File: src/rtl/core/wsd_pkg.sv
// shared types, codes and helpers for the websocket frame deframer
`default_nettype none
package wsd_pkg;

	localparam logic [2:0] ST_HDR0    = 3'd0;
	localparam logic [2:0] ST_HDR1    = 3'd1;
	localparam logic [2:0] ST_LENHI   = 3'd2;
	localparam logic [2:0] ST_LENLO   = 3'd3;
	localparam logic [2:0] ST_PAYLOAD = 3'd4;

	localparam logic [1:0] LINK_IDLE   = 2'd0;
	localparam logic [1:0] LINK_CONN   = 2'd1;
	localparam logic [1:0] LINK_CLOSED = 2'd2;
	localparam logic [1:0] LINK_ERROR  = 2'd3;

	localparam logic [3:0] OP_NONE   = 4'd0;
	localparam logic [3:0] OP_TEXT   = 4'd1;
	localparam logic [3:0] OP_BINARY = 4'd2;
	localparam logic [3:0] OP_CLOSE  = 4'd8;
	localparam logic [3:0] OP_PING   = 4'd9;
	localparam logic [3:0] OP_PONG   = 4'd10;

	localparam logic [2:0] ERR_NONE       = 3'd0;
	localparam logic [2:0] ERR_NOT_CONN   = 3'd1;
	localparam logic [2:0] ERR_FRAGMENTED = 3'd2;
	localparam logic [2:0] ERR_BAD_OPCODE = 3'd3;
	localparam logic [2:0] ERR_MASKED     = 3'd4;
	localparam logic [2:0] ERR_LEN64      = 3'd5;
	localparam logic [2:0] ERR_CTRL_BIG   = 3'd6;
	localparam logic [2:0] ERR_TOO_LARGE  = 3'd7;

	localparam logic       ACT_BYTE    = 1'b0;
	localparam logic       ACT_CONNECT = 1'b1;

	localparam logic [6:0] LEN_EXT16   = 7'd126;
	localparam logic [15:0] CTRL_MAX   = 16'd125;
	localparam logic [15:0] MAX_PAYLOAD_RESET = 16'd1024;

	typedef struct packed {
		logic [7:0] out_byte;
		logic       byte_valid;
		logic [3:0] frame_opcode;
		logic       frame_done;
		logic [2:0] error_code;
		logic [1:0] link_state;
	} result_t;

	function automatic logic is_control(input logic [3:0] op);
		return (op == OP_CLOSE) || (op == OP_PING) || (op == OP_PONG);
	endfunction

	function automatic logic is_supported(input logic [3:0] op);
		return (op == OP_TEXT) || (op == OP_BINARY) || is_control(op);
	endfunction

endpackage
`default_nettype wire

File: src/rtl/core/wsd_decoder.sv
// frame parser state and single-word decode step
`default_nettype none
module wsd_decoder (
	input  wire logic             clk,
	input  wire logic             arst_n,
	input  wire logic             step,
	input  wire logic             action,
	input  wire logic [7:0]       data_byte,
	input  wire logic [15:0]      max_payload,
	output wsd_pkg::result_t      result
);

	logic [2:0]  stage_q, stage_d;
	logic [3:0]  kind_q, kind_d;
	logic [7:0]  lenhi_q, lenhi_d;
	logic [15:0] len_q, len_d;
	logic [15:0] cnt_q, cnt_d;
	logic [1:0]  link_q, link_d;

	logic [2:0]  err;
	logic        done;
	logic [3:0]  op;
	logic [7:0]  obyte;
	logic        valid;
	logic [15:0] new_len;
	logic        use_len;
	logic [15:0] cnt_inc;

	assign cnt_inc = cnt_q + 16'd1;

	always_comb begin
		stage_d = stage_q;
		kind_d  = kind_q;
		lenhi_d = lenhi_q;
		len_d   = len_q;
		cnt_d   = cnt_q;
		link_d  = link_q;
		err     = wsd_pkg::ERR_NONE;
		done    = 1'b0;
		op      = wsd_pkg::OP_NONE;
		obyte   = 8'd0;
		valid   = 1'b0;
		new_len = 16'd0;
		use_len = 1'b0;

		if (action == wsd_pkg::ACT_CONNECT) begin
			stage_d = wsd_pkg::ST_HDR0;
			kind_d  = 4'd0;
			lenhi_d = 8'd0;
			len_d   = 16'd0;
			cnt_d   = 16'd0;
			link_d  = wsd_pkg::LINK_CONN;
		end else if (link_q != wsd_pkg::LINK_CONN) begin
			err = wsd_pkg::ERR_NOT_CONN;
		end else begin
			case (stage_q)
				wsd_pkg::ST_HDR1: begin
					if (data_byte[7]) begin
						err = wsd_pkg::ERR_MASKED;
					end else if (data_byte[6:0] < wsd_pkg::LEN_EXT16) begin
						new_len = {9'd0, data_byte[6:0]};
						use_len = 1'b1;
					end else if (data_byte[6:0] == wsd_pkg::LEN_EXT16) begin
						stage_d = wsd_pkg::ST_LENHI;
					end else begin
						err = wsd_pkg::ERR_LEN64;
					end
				end
				wsd_pkg::ST_LENHI: begin
					lenhi_d = data_byte;
					stage_d = wsd_pkg::ST_LENLO;
				end
				wsd_pkg::ST_LENLO: begin
					new_len = {lenhi_q, data_byte};
					use_len = 1'b1;
				end
				wsd_pkg::ST_PAYLOAD: begin
					obyte = data_byte;
					valid = 1'b1;
					cnt_d = cnt_inc;
					if (cnt_inc >= len_q)
						done = 1'b1;
				end
				default: begin
					if (!data_byte[7]) begin
						err = wsd_pkg::ERR_FRAGMENTED;
					end else if (!wsd_pkg::is_supported(data_byte[3:0])) begin
						err = wsd_pkg::ERR_BAD_OPCODE;
					end else begin
						kind_d  = data_byte[3:0];
						stage_d = wsd_pkg::ST_HDR1;
					end
				end
			endcase

			if (use_len) begin
				if (wsd_pkg::is_control(kind_q) && (new_len > wsd_pkg::CTRL_MAX)) begin
					err = wsd_pkg::ERR_CTRL_BIG;
				end else if (new_len > max_payload) begin
					err = wsd_pkg::ERR_TOO_LARGE;
				end else begin
					len_d = new_len;
					cnt_d = 16'd0;
					if (new_len == 16'd0)
						done = 1'b1;
					else
						stage_d = wsd_pkg::ST_PAYLOAD;
				end
			end

			if (err == wsd_pkg::ERR_NONE)
				op = kind_d;
		end

		if (err != wsd_pkg::ERR_NONE) begin
			stage_d = wsd_pkg::ST_HDR0;
			kind_d  = 4'd0;
			lenhi_d = 8'd0;
			len_d   = 16'd0;
			cnt_d   = 16'd0;
			link_d  = wsd_pkg::LINK_ERROR;
			op      = wsd_pkg::OP_NONE;
			obyte   = 8'd0;
			valid   = 1'b0;
			done    = 1'b0;
		end else if (done) begin
			if (kind_q == wsd_pkg::OP_CLOSE)
				link_d = wsd_pkg::LINK_CLOSED;
			stage_d = wsd_pkg::ST_HDR0;
			kind_d  = 4'd0;
			lenhi_d = 8'd0;
			len_d   = 16'd0;
			cnt_d   = 16'd0;
		end

		result.out_byte     = obyte;
		result.byte_valid   = valid;
		result.frame_opcode = op;
		result.frame_done   = done;
		result.error_code   = err;
		result.link_state   = link_d;
	end

	always_ff @(posedge clk or negedge arst_n) begin
		if (!arst_n) begin
			stage_q <= wsd_pkg::ST_HDR0;
			kind_q  <= 4'd0;
			lenhi_q <= 8'd0;
			len_q   <= 16'd0;
			cnt_q   <= 16'd0;
			link_q  <= wsd_pkg::LINK_IDLE;
		end else if (step) begin
			stage_q <= stage_d;
			kind_q  <= kind_d;
			lenhi_q <= lenhi_d;
			len_q   <= len_d;
			cnt_q   <= cnt_d;
			link_q  <= link_d;
		end
	end

endmodule
`default_nettype wire

File: src/rtl/core/wsd_out_stage.sv
// result register with valid/stall handshake towards the receiver
`default_nettype none
module wsd_out_stage (
	input  wire logic             clk,
	input  wire logic             arst_n,
	input  wire logic             load,
	input  wire wsd_pkg::result_t result_in,
	input  wire logic             stall,
	output logic                  free,
	output logic                  valid,
	output wsd_pkg::result_t      result_out
);

	logic             valid_s2;
	wsd_pkg::result_t result_s2;

	assign free       = !valid_s2 || !stall;
	assign valid      = valid_s2;
	assign result_out = result_s2;

	always_ff @(posedge clk or negedge arst_n) begin
		if (!arst_n) begin
			valid_s2 <= 1'b0;
		end else if (load) begin
			valid_s2 <= 1'b1;
		end else if (!stall) begin
			valid_s2 <= 1'b0;
		end
	end

	always_ff @(posedge clk) begin
		if (load)
			result_s2 <= result_in;
	end

endmodule
`default_nettype wire

File: src/rtl/core/websocket_frame_deframer.sv
// top level of the websocket frame deframer: input register, decoder and result register
//
// usage: received stream words enter on in_valid/in_stall with action and
// data_byte; action set means connect and clears the frame decoder.
// every accepted word gives exactly one result word on out_valid/out_stall
// carrying out_byte, byte_valid, frame_opcode, frame_done, error_code and
// link_state.
// the word waits in the input register, then the decode step loads the
// result register, which presents it to the receiver.
// throughput: one word per cycle while the receiver does not stall, set by
// the combinational decode step which updates the parser state as each
// word leaves the input register.
// a stall from the receiver holds the result register; the input register
// then holds its word and in_stall rises while both are full.
// max_payload is written on cfg_valid/cfg_ready, always ready, and resets
// to 1024; write it only while no words are in flight.
// reset clears the valid flags of both registers and puts the link in the idle state.
`default_nettype none
module websocket_frame_deframer (
	input  wire logic        clk,
	input  wire logic        arst_n,
	input  wire logic        cfg_valid,
	output logic             cfg_ready,
	input  wire logic [15:0] max_payload,
	input  wire logic        in_valid,
	output logic             in_stall,
	input  wire logic        action,
	input  wire logic [7:0]  data_byte,
	output logic             out_valid,
	input  wire logic        out_stall,
	output logic [7:0]       out_byte,
	output logic             byte_valid,
	output logic [3:0]       frame_opcode,
	output logic             frame_done,
	output logic [2:0]       error_code,
	output logic [1:0]       link_state
);

	logic [15:0]      max_payload_q;
	logic             valid_s1;
	logic             action_s1;
	logic [7:0]       byte_s1;
	logic             out_free;
	logic             advance;
	logic             in_take;
	wsd_pkg::result_t dec_result;
	wsd_pkg::result_t out_result;

	assign cfg_ready = 1'b1;

	always_ff @(posedge clk or negedge arst_n) begin
		if (!arst_n) begin
			max_payload_q <= wsd_pkg::MAX_PAYLOAD_RESET;
		end else if (cfg_valid && cfg_ready) begin
			max_payload_q <= max_payload;
		end
	end

	assign advance  = valid_s1 && out_free;
	assign in_stall = valid_s1 && !out_free;
	assign in_take  = in_valid && !in_stall;

	always_ff @(posedge clk or negedge arst_n) begin
		if (!arst_n) begin
			valid_s1 <= 1'b0;
		end else if (in_take) begin
			valid_s1 <= 1'b1;
		end else if (advance) begin
			valid_s1 <= 1'b0;
		end
	end

	always_ff @(posedge clk) begin
		if (in_take) begin
			action_s1 <= action;
			byte_s1   <= data_byte;
		end
	end

	wsd_decoder u_decoder (
		.clk         (clk),
		.arst_n      (arst_n),
		.step        (advance),
		.action      (action_s1),
		.data_byte   (byte_s1),
		.max_payload (max_payload_q),
		.result      (dec_result)
	);

	wsd_out_stage u_out_stage (
		.clk        (clk),
		.arst_n     (arst_n),
		.load       (advance),
		.result_in  (dec_result),
		.stall      (out_stall),
		.free       (out_free),
		.valid      (out_valid),
		.result_out (out_result)
	);

	assign out_byte     = out_result.out_byte;
	assign byte_valid   = out_result.byte_valid;
	assign frame_opcode = out_result.frame_opcode;
	assign frame_done   = out_result.frame_done;
	assign error_code   = out_result.error_code;
	assign link_state   = out_result.link_state;

`ifndef SYNTHESIS
	a_err_sets_error_link: assert property (@(posedge clk) disable iff (!arst_n)
		(out_valid && (error_code != wsd_pkg::ERR_NONE))
			|-> (link_state == wsd_pkg::LINK_ERROR) && !byte_valid && !frame_done
			&& (frame_opcode == wsd_pkg::OP_NONE))
		else $error("error result without error link state or with payload");

	a_byte_needs_conn: assert property (@(posedge clk) disable iff (!arst_n)
		(out_valid && byte_valid)
			|-> (link_state == wsd_pkg::LINK_CONN) || (link_state == wsd_pkg::LINK_CLOSED))
		else $error("payload word while link not connected");

	a_stall_only_when_full: assert property (@(posedge clk) disable iff (!arst_n)
		in_stall |-> (valid_s1 && out_valid && out_stall))
		else $error("input stalled while pipeline has room");

	a_stalled_result_holds: assert property (@(posedge clk) disable iff (!arst_n)
		(out_valid && out_stall) |=> (out_valid && $stable(out_result)))
		else $error("stalled result changed");
`endif

endmodule
`default_nettype wire

File: config.mk
export PLATFORM = sky130hd
export DESIGN_NAME = websocket_frame_deframer
export DESIGN_NICKNAME = d
export VERILOG_FILES = /design/src/rtl/core/wsd_pkg.sv /design/src/rtl/core/wsd_decoder.sv /design/src/rtl/core/wsd_out_stage.sv /design/src/rtl/core/websocket_frame_deframer.sv
export SDC_FILE = /design/constraint.sdc
export NUM_CORES = 1
export LEC_CHECK = 0
export ABC_AREA = 1
export BUFFER_PORTS_ARGS = -buffer_cell sky130_fd_sc_hd__buf_2
export CAP_MARGIN = 40
export CORE_MARGIN = 2
export CORE_UTILIZATION = 54
export DETAILED_ROUTE_END_ITERATION = 8
export GPL_TIMING_DRIVEN = 0
export PLACE_DENSITY = 0.77
export SYNTH_ARGS = -nofsm -noshare
export SYNTH_HDL_FRONTEND = slang
export SYNTH_SLANG_ARGS = --single-unit
File: constraint.sdc
create_clock -name clk -period 2.8 [get_ports clk]
set_clock_uncertainty 0.05 [all_clocks]
set_input_delay 0.28 -clock clk [delete_from_list [all_inputs] [get_ports clk]]
set_output_delay 0.28 -clock clk [all_outputs]
set_load 0.01 [all_outputs]
==> results of run 1 <==
## logic make-up after synthesis
logic type,after synthesis
and+or+nand+nor,386
buffers and inverters,140
DFF,95
AOI/OAI and AO/OA,89
adders and majority gates,33
xor gates and xnor gates,10
muxes,2
other,1
## cells in the final DEF (no fill, tap or decap), types with 15 or more instances in the layout
cell type and n:
nand2_1 170, inv_1 105, nor2_1 80, dfrtp_1 59
buf_4 53, buf_2 50, o21ai_0 47, nand3_1 40
ha_1 29, edfxtp_1 28, a21oi_1 17, nand2_2 15
## power by group
group	switching [mW]	internal, mW
clock	0.512	0.687
sequential	0.0643	1.55
combinational	0.575	0.334
## registers in the layout, summed over array words and instances, names as in the netlist, 3 cells and up
signal,cells
byte_s1,8
max_payload_q,16
u_decoder.cnt_q,16
u_decoder.kind_q,4
u_decoder.len_q,16
u_decoder.lenhi_q,8
u_decoder.stage_q,3
u_out_stage.result_out,19
## worst max-delay path by stage
stage                         startpoint                  end  cells past startpoint
finish              u_decoder.stage_q[0]  u_decoder.len_q[14]                     19
global route          u_decoder.cnt_q[9]  u_decoder.len_q[14]                     19
CTS                   u_decoder.cnt_q[0]  u_decoder.len_q[12]                     21
detailed placement    u_decoder.cnt_q[0]   u_decoder.cnt_q[5]                     20
global placement      u_decoder.cnt_q[0]  u_decoder.cnt_q[10]                     20
floorplan           u_decoder.stage_q[2]  u_decoder.len_q[10]                     24
## cell usage after synthesis (2+ instances only)
library cell,count,area share
buf_4,2,0.0026
nand2_1,186,0.12
o22ai_1,2,0.0022
o21ai_1,2,0.0017
nor2_1,100,0.065
buf_2,5,0.0043
dfrtp_1,66,0.29
nor4_1,2,0.0022
o211ai_1,2,0.0026
inv_1,116,0.076
nor2_4,2,0.0039
nand2_4,3,0.0059
o21ai_0,51,0.044
xor2_1,9,0.014
nand2_2,4,0.0043
o2111ai_1,4,0.0061
nor3_1,16,0.014
a21oi_1,21,0.018
clkbuf_1,14,0.0091
nand3_2,3,0.0052
nand4_1,8,0.0087
edfxtp_1,28,0.15
inv_2,2,0.0013
ha_1,33,0.072
nand3_1,56,0.049
## what timing repair did
item,4_1_cts,5_1_grt
hold endpoints to repair,14,0
pin swaps,25,20
hold buffers,1,0
cloned,4,2
setup endpoints to repair,66,66
gates resized for setup,63,73
buffers inserted,37,24
## layout make-up
type / count / area, µm² / area share
timing repair buffer: 116 / 833 / 0.110
clock inverter: 7 / 144 / 0.0191
multi-input combinational: 524 / 3160 / 0.418
clock buffer: 9 / 124 / 0.0164
tap: 136 / 170 / 0.0225
inverter: 118 / 460 / 0.0610
sequential: 95 / 2530 / 0.335
buffer: 22 / 133 / 0.0176
## per-stage QoR
step / instances / setup WS [ps]
global route: 1027 / -557
global placement: 942 / -568
finish: 1027 / -415
detailed placement: 944 / -604
floorplan: 756 / 0.717
CTS: 1002 / -385
## per-layer routing
metal,vias to the layer above,track usage
met5,-,0
met4,0,0.139
met3,65,0.0383
met2,288,0.443
met1,2670,0.381
li1,2684,-
==> results.md, run 1 <==
* Initial antenna violation count at 0
* Endpoints failing hold at 0
* Synth Area in XOR/XNOR at 0.0152
* R2R Path End: u_decoder.len_q[14]
* Clock sinks at 95
* Synth Area per Inst at 7.61 µm²
* Mux cell area share after synthesis at 0.00370
* Flops & latches, synth at 95
* Slew Limit Fails at 0
* Detailed Route Iter0 Violations at 477
* Worst-skew pair later-pin latency at 380 ps
* R2R setup slack at -420 ps
* Die Area at 0.0115 mm²
* Largest delay share family, worst path: simple AND/OR/NAND/NOR gates
* Placed instance area at 0.00624 mm²
* Clock-pin slew on the worst setup and hold paths at roughly 90 ps
* Crit path largest cell delay at 430 ps
* Gate Count Post-Synth at approximately 760
* CTS max path bufs at 2
* Avg Vias per Cell at 5.56
* Critical Path RT at 3020 ps
* Crit-path max FO at 7
* Largest family of logic cells by synthesized area: simple AND/OR/NAND/NOR gates
* Worst vdd ir at 300 µV
* Outcome: complete, but fails checks
* # IOs at 52
* Synth Area in Compound Gates at 0.0857
* Worst R2R Path Depth at 19
* WHS Path Cells at 1
* Worst Path Buf+Inv at 4
* Number of max-cap violations at 0
* Met1 Routed Length at 6.98 mm
* CP endpoint kind: register
* Vias in the first global route at 5,274
* GR Overflow Total at 0
* EDFF count, synth at 28
* Max frequency at around 0.31 GHz
* CTS Buf Count at 9
* Top Layer Used: met4
* HPWL Detailed at 10.9 mm
* Share of flip-flops with an asynchronous set or reset at 0.705
* Number of detailed-route iterations in the first pass at 5
* Post-synthesis adder-cell area fraction at 0.0718
* # diodes at 0
* Post-Synth Simple-Gate Area at 0.290
* Hold Path Class: in -> reg
* Routed via count at 5,707
* WL met3 at 1.09 mm
* Area grow syn2layout at 31.3%
* Failing checks: setup timing
* Tot Pwr at 3.72 mW
* Crit path time final at 3220 ps
* Routability cong. at 0.911
* Min Hold Slack at 26.1 ps
* Root Buffer: clkbuf_8
* Design Area, Final at 0.00755 mm²
* DRC Markers at 0
* Total track usage at 0.281
* Core Area at 0.0103 mm²
* # fillers at 735
* Worst Setup Slack, final at -415 ps
* Antenna viol nets, final at 0
* Setup Crit Path Kind: reg -> reg
* Tcrit/Tclk final at 1.15
* Synthesis warning total at 0
* Nets at 949
* CP dominant cell by count: nand2_1
* Rel. slew slack at 0.415
* Power per cell area at roughly 490 mW/mm²
* Unique cell type count in the Yosys netlist at 44
* Metal2 WL at about 7.9 mm
* RR Startpoint: u_decoder.stage_q[0]
* Drt total wl at 16.6 mm
* Drt wl/cell at 16.2 µm
* Leak pwr at 3.73 nW
* Area of the mapped netlist at 0.00575 mm²
* Rows at 37
* Top FF cell, synth: dfrtp_1
* CP arrival at 3440 ps
* Slowest CP cell: dfrtp_2
* Fin util at 0.732
* CTS tree: done
* Startpoint types: register
* Final setup vio count at 65
* Worst-Margin Slew at 878 ps
* RSZ-0062 raised after global routing: true
* Crit-path cells: nand2_1 > nor2_4 > buf_4 > nand2_1 > inv_1 > ha_1 > a21o_1 > nor2_1 > nand2_1 > nand2_1 > nand2_2 > nand3_4 > nand3_2 > o21ai_4 > nand4_4 > buf_12 > clkbuf_16 > nand3_1 > nand2_1
* Setup TNS at -21,040 ps
* Die Ht at 107 µm
* Net count after synthesis at 819
* Port bufs at 50
* Die X at 107 µm
* Post-synthesis sequential area ratio at 0.438
* First-pass GRT wire length at approximately 25 mm
* Worst hold start: data_byte[1]
* Starting density of the core at 0.557
* Hold Path End: byte_s1[1]
* Largest net degree at the start of global routing at 68
* Layout cells sized above 1 at 0.283
* H-tree levels at 3
(Power assumes the default switching activity.)
==> run 2, diff against run 1 <==
CORE_UTILIZATION = 64   (was 54)
PLACE_DENSITY = 0.86   (was 0.77)
clock period = 3.8 ns   (was 2.8 ns; I/O delays follow)
==> results.md, run 2 (same netlist as run 1, synthesis figures left out) <==
* H-tree levels at 3
* Commonest non-fill, non-tap cell in the layout: nand2_1
* Final setup vio count at 0
* M3 GR Usage at 0.0610
* Worst-Margin Slew at 842 ps
* Largest net degree at the start of global routing at 68
* Nets at 885
* CP endpoint kind: register
* Number of max-cap violations at 0
* Leak pwr at 3.27 nW
* Initial antenna violation count at 0
* Max frequency at 0.269 GHz
* Crit path from: u_decoder.stage_q[0]
* CP arrival at approximately 4000 ps
* CTS Buf Count at 9
* Rel. slew slack at 0.439
* M2 GR Usage at 0.506
* Slew Limit Fails at 0
* Drt total wl at about 14 mm
* Avg Vias per Cell at 5.74
* Worst Path Buf+Inv at 2
* Startpoint types: register
* Die Area at a little under 0.01 mm²
* Commonest non-fill, non-tap cells in the layout: nand2_1, inv_1, nor2_1, dfrtp_1
* Routability cong. at between 0.9 and 1
* GR Overflow Total at 0
* Design Area, Final at between 0.006 and 0.007 mm²
* Setup TNS at 0 ps
* Number of detailed-route iterations in the first pass at 5
* Detailed Route Iter0 Violations at 581
* Sw frac at 0.327
* Drt wl/cell at 15.3 µm
* Core Area at slightly below 0.009 mm²
* Area grow syn2layout at 12.2%
* Placed instance area at between 0.006 and 0.007 mm²
* Endpoints failing hold at 0
* Largest delay share family, worst path: simple AND/OR/NAND/NOR gates
* R2R Path End: u_decoder.lenhi_q[7]
* Tcrit/Tclk final at 0.979
* Starting density of the core at 0.660
* Crit-path max FO at 9
* Port bufs at 50
* Total track usage at 0.304
* Fin util at 0.740
* Grt met1 use at 0.394
* Crit-path cells: nand2_1 > nor2_4 > inv_2 > nand2_4 > clkinvlp_4 > nor2_4 > ha_1 > a21oi_1 > nor2_1 > nor2_1 > nand2_1 > nand2_1 > nand2_1 > nand3_2 > nand3_2 > o21ai_4 > nand4_2 > nand2_2 > nand2_1 > nand2_1
* Die Ht at 98.8 µm
* Antenna viol nets, final at 0
* Flop pwr share at 0.498
* Power per cell area at 370 mW/mm²
* Outcome: completed
* Layout cells sized above 1 at 0.135
* CTS tree: done
* Root Buffer: clkbuf_8
* # IOs at 52
* Crit path to: u_decoder.lenhi_q[7]
* Slowest CP cell: dfrtp_1
* Vias in the first global route at 5,151
* Largest register FFs at 19
* R2R setup slack at 80 ps
* # diodes at 0
* # fillers at 641
* Worst path depth at 20
* Worst vdd ir at 289 µV
* Crit path largest cell delay at approximately 440 ps
* Hold Path Class: in -> async
* Clock share of power at 0.293
* Worst-skew pair later-pin latency at 370 ps
* Routed via count at 5,364
* CP dominant cell by count: nand2_1
* Rows at 34
* RR Startpoint: u_decoder.stage_q[0]
* DRC Markers at 0
* Critical Path RT at 4060 ps
* Clock sinks at 95
* Layer with the highest usage: met2
* Worst R2R Path Depth at 20
* CTS max path bufs at 2
* First-pass GRT wire length at 23.7 mm
* Tot Pwr at 2.38 mW
* Combinational share of power at 0.209
* Die X at 98.8 µm
* Setup Crit Path Kind: reg -> reg
* Crit path time final at 3720 ps
* Switching pwr at 780 µW
* HPWL Detailed at 10.6 mm
* Clock-pin slew on the worst setup and hold paths at 100 ps
* Internal power at 1.61 mW
run 2: changes by cell type in the layout (fill, tap and decap cells not counted), sizes merged:
cell / before / now
nand4: 11 / 10
buf: 121 / 63
inv: 119 / 120
nand2: 195 / 193
dlygate4sd3: 1 / 0
clkbuf: 25 / 24
bufinv: 4 / 1
clkinvlp: 0 / 1
run 2: stage by stage:
stage | hold WS, ps | instances | worst slack, ps
CTS | 93.9 | 931 | 133
global placement | 400 | 914 | 365
detailed placement | 403 | 915 | 281
finish | 52.5 | 935 | 78.8
floorplan | 34.4 | 756 | 899
global route | 131 | 935 | -86.6
run 2: how the worst min path moves through the flow:
stage	slack, ps	end	startpoint
floorplan	30	max_payload_q[0]	arst_n
global placement	400	u_out_stage.valid	valid_s1
detailed placement	400	u_out_stage.valid	valid_s1
CTS	90	max_payload_q[13]	arst_n
global route	130	max_payload_q[13]	arst_n
finish	50	max_payload_q[13]	arst_n
run 2: power by group through the flow:
| stage | Clock [mW] | Sequential (mW) | Combinational [mW] |
|---|---|---|---|
| floorplan | 0 | 1.20 | 0.303 |
| global placement | 0 | 1.20 | 0.438 |
| detailed placement | 0 | 1.20 | 0.465 |
| CTS | 0.698 | 1.18 | 0.470 |
| global route | 0.739 | 1.19 | 0.552 |
| finish | 0.699 | 1.19 | 0.499 |
run 2: repair_timing:
action,in CTS,in global routing
resized for setup,0,18
hold buffers,0,0
buffers inserted,0,4
setup endpoints to repair,0,59
endpoints found under the hold margin,0,0
run 2: final cells by class:
class	instances	area [µm²]	share of cell area
multi-input combinational	521	2750	0.426
sequential	95	2520	0.390
timing repair buffer	55	298	0.0461
buffer	22	104	0.0161
inverter	118	447	0.0692
clock inverter	6	76.3	0.0118
tap	108	135	0.0209
clock buffer	10	128	0.0198
run 2: per-layer routing:
metal | vias up | part of all wire
li1 | 2552 | -
met1 | 2448 | 0.41
met3 | 70 | 0.084
met2 | 294 | 0.47
met5 | - | 0
met4 | 0 | 0.041
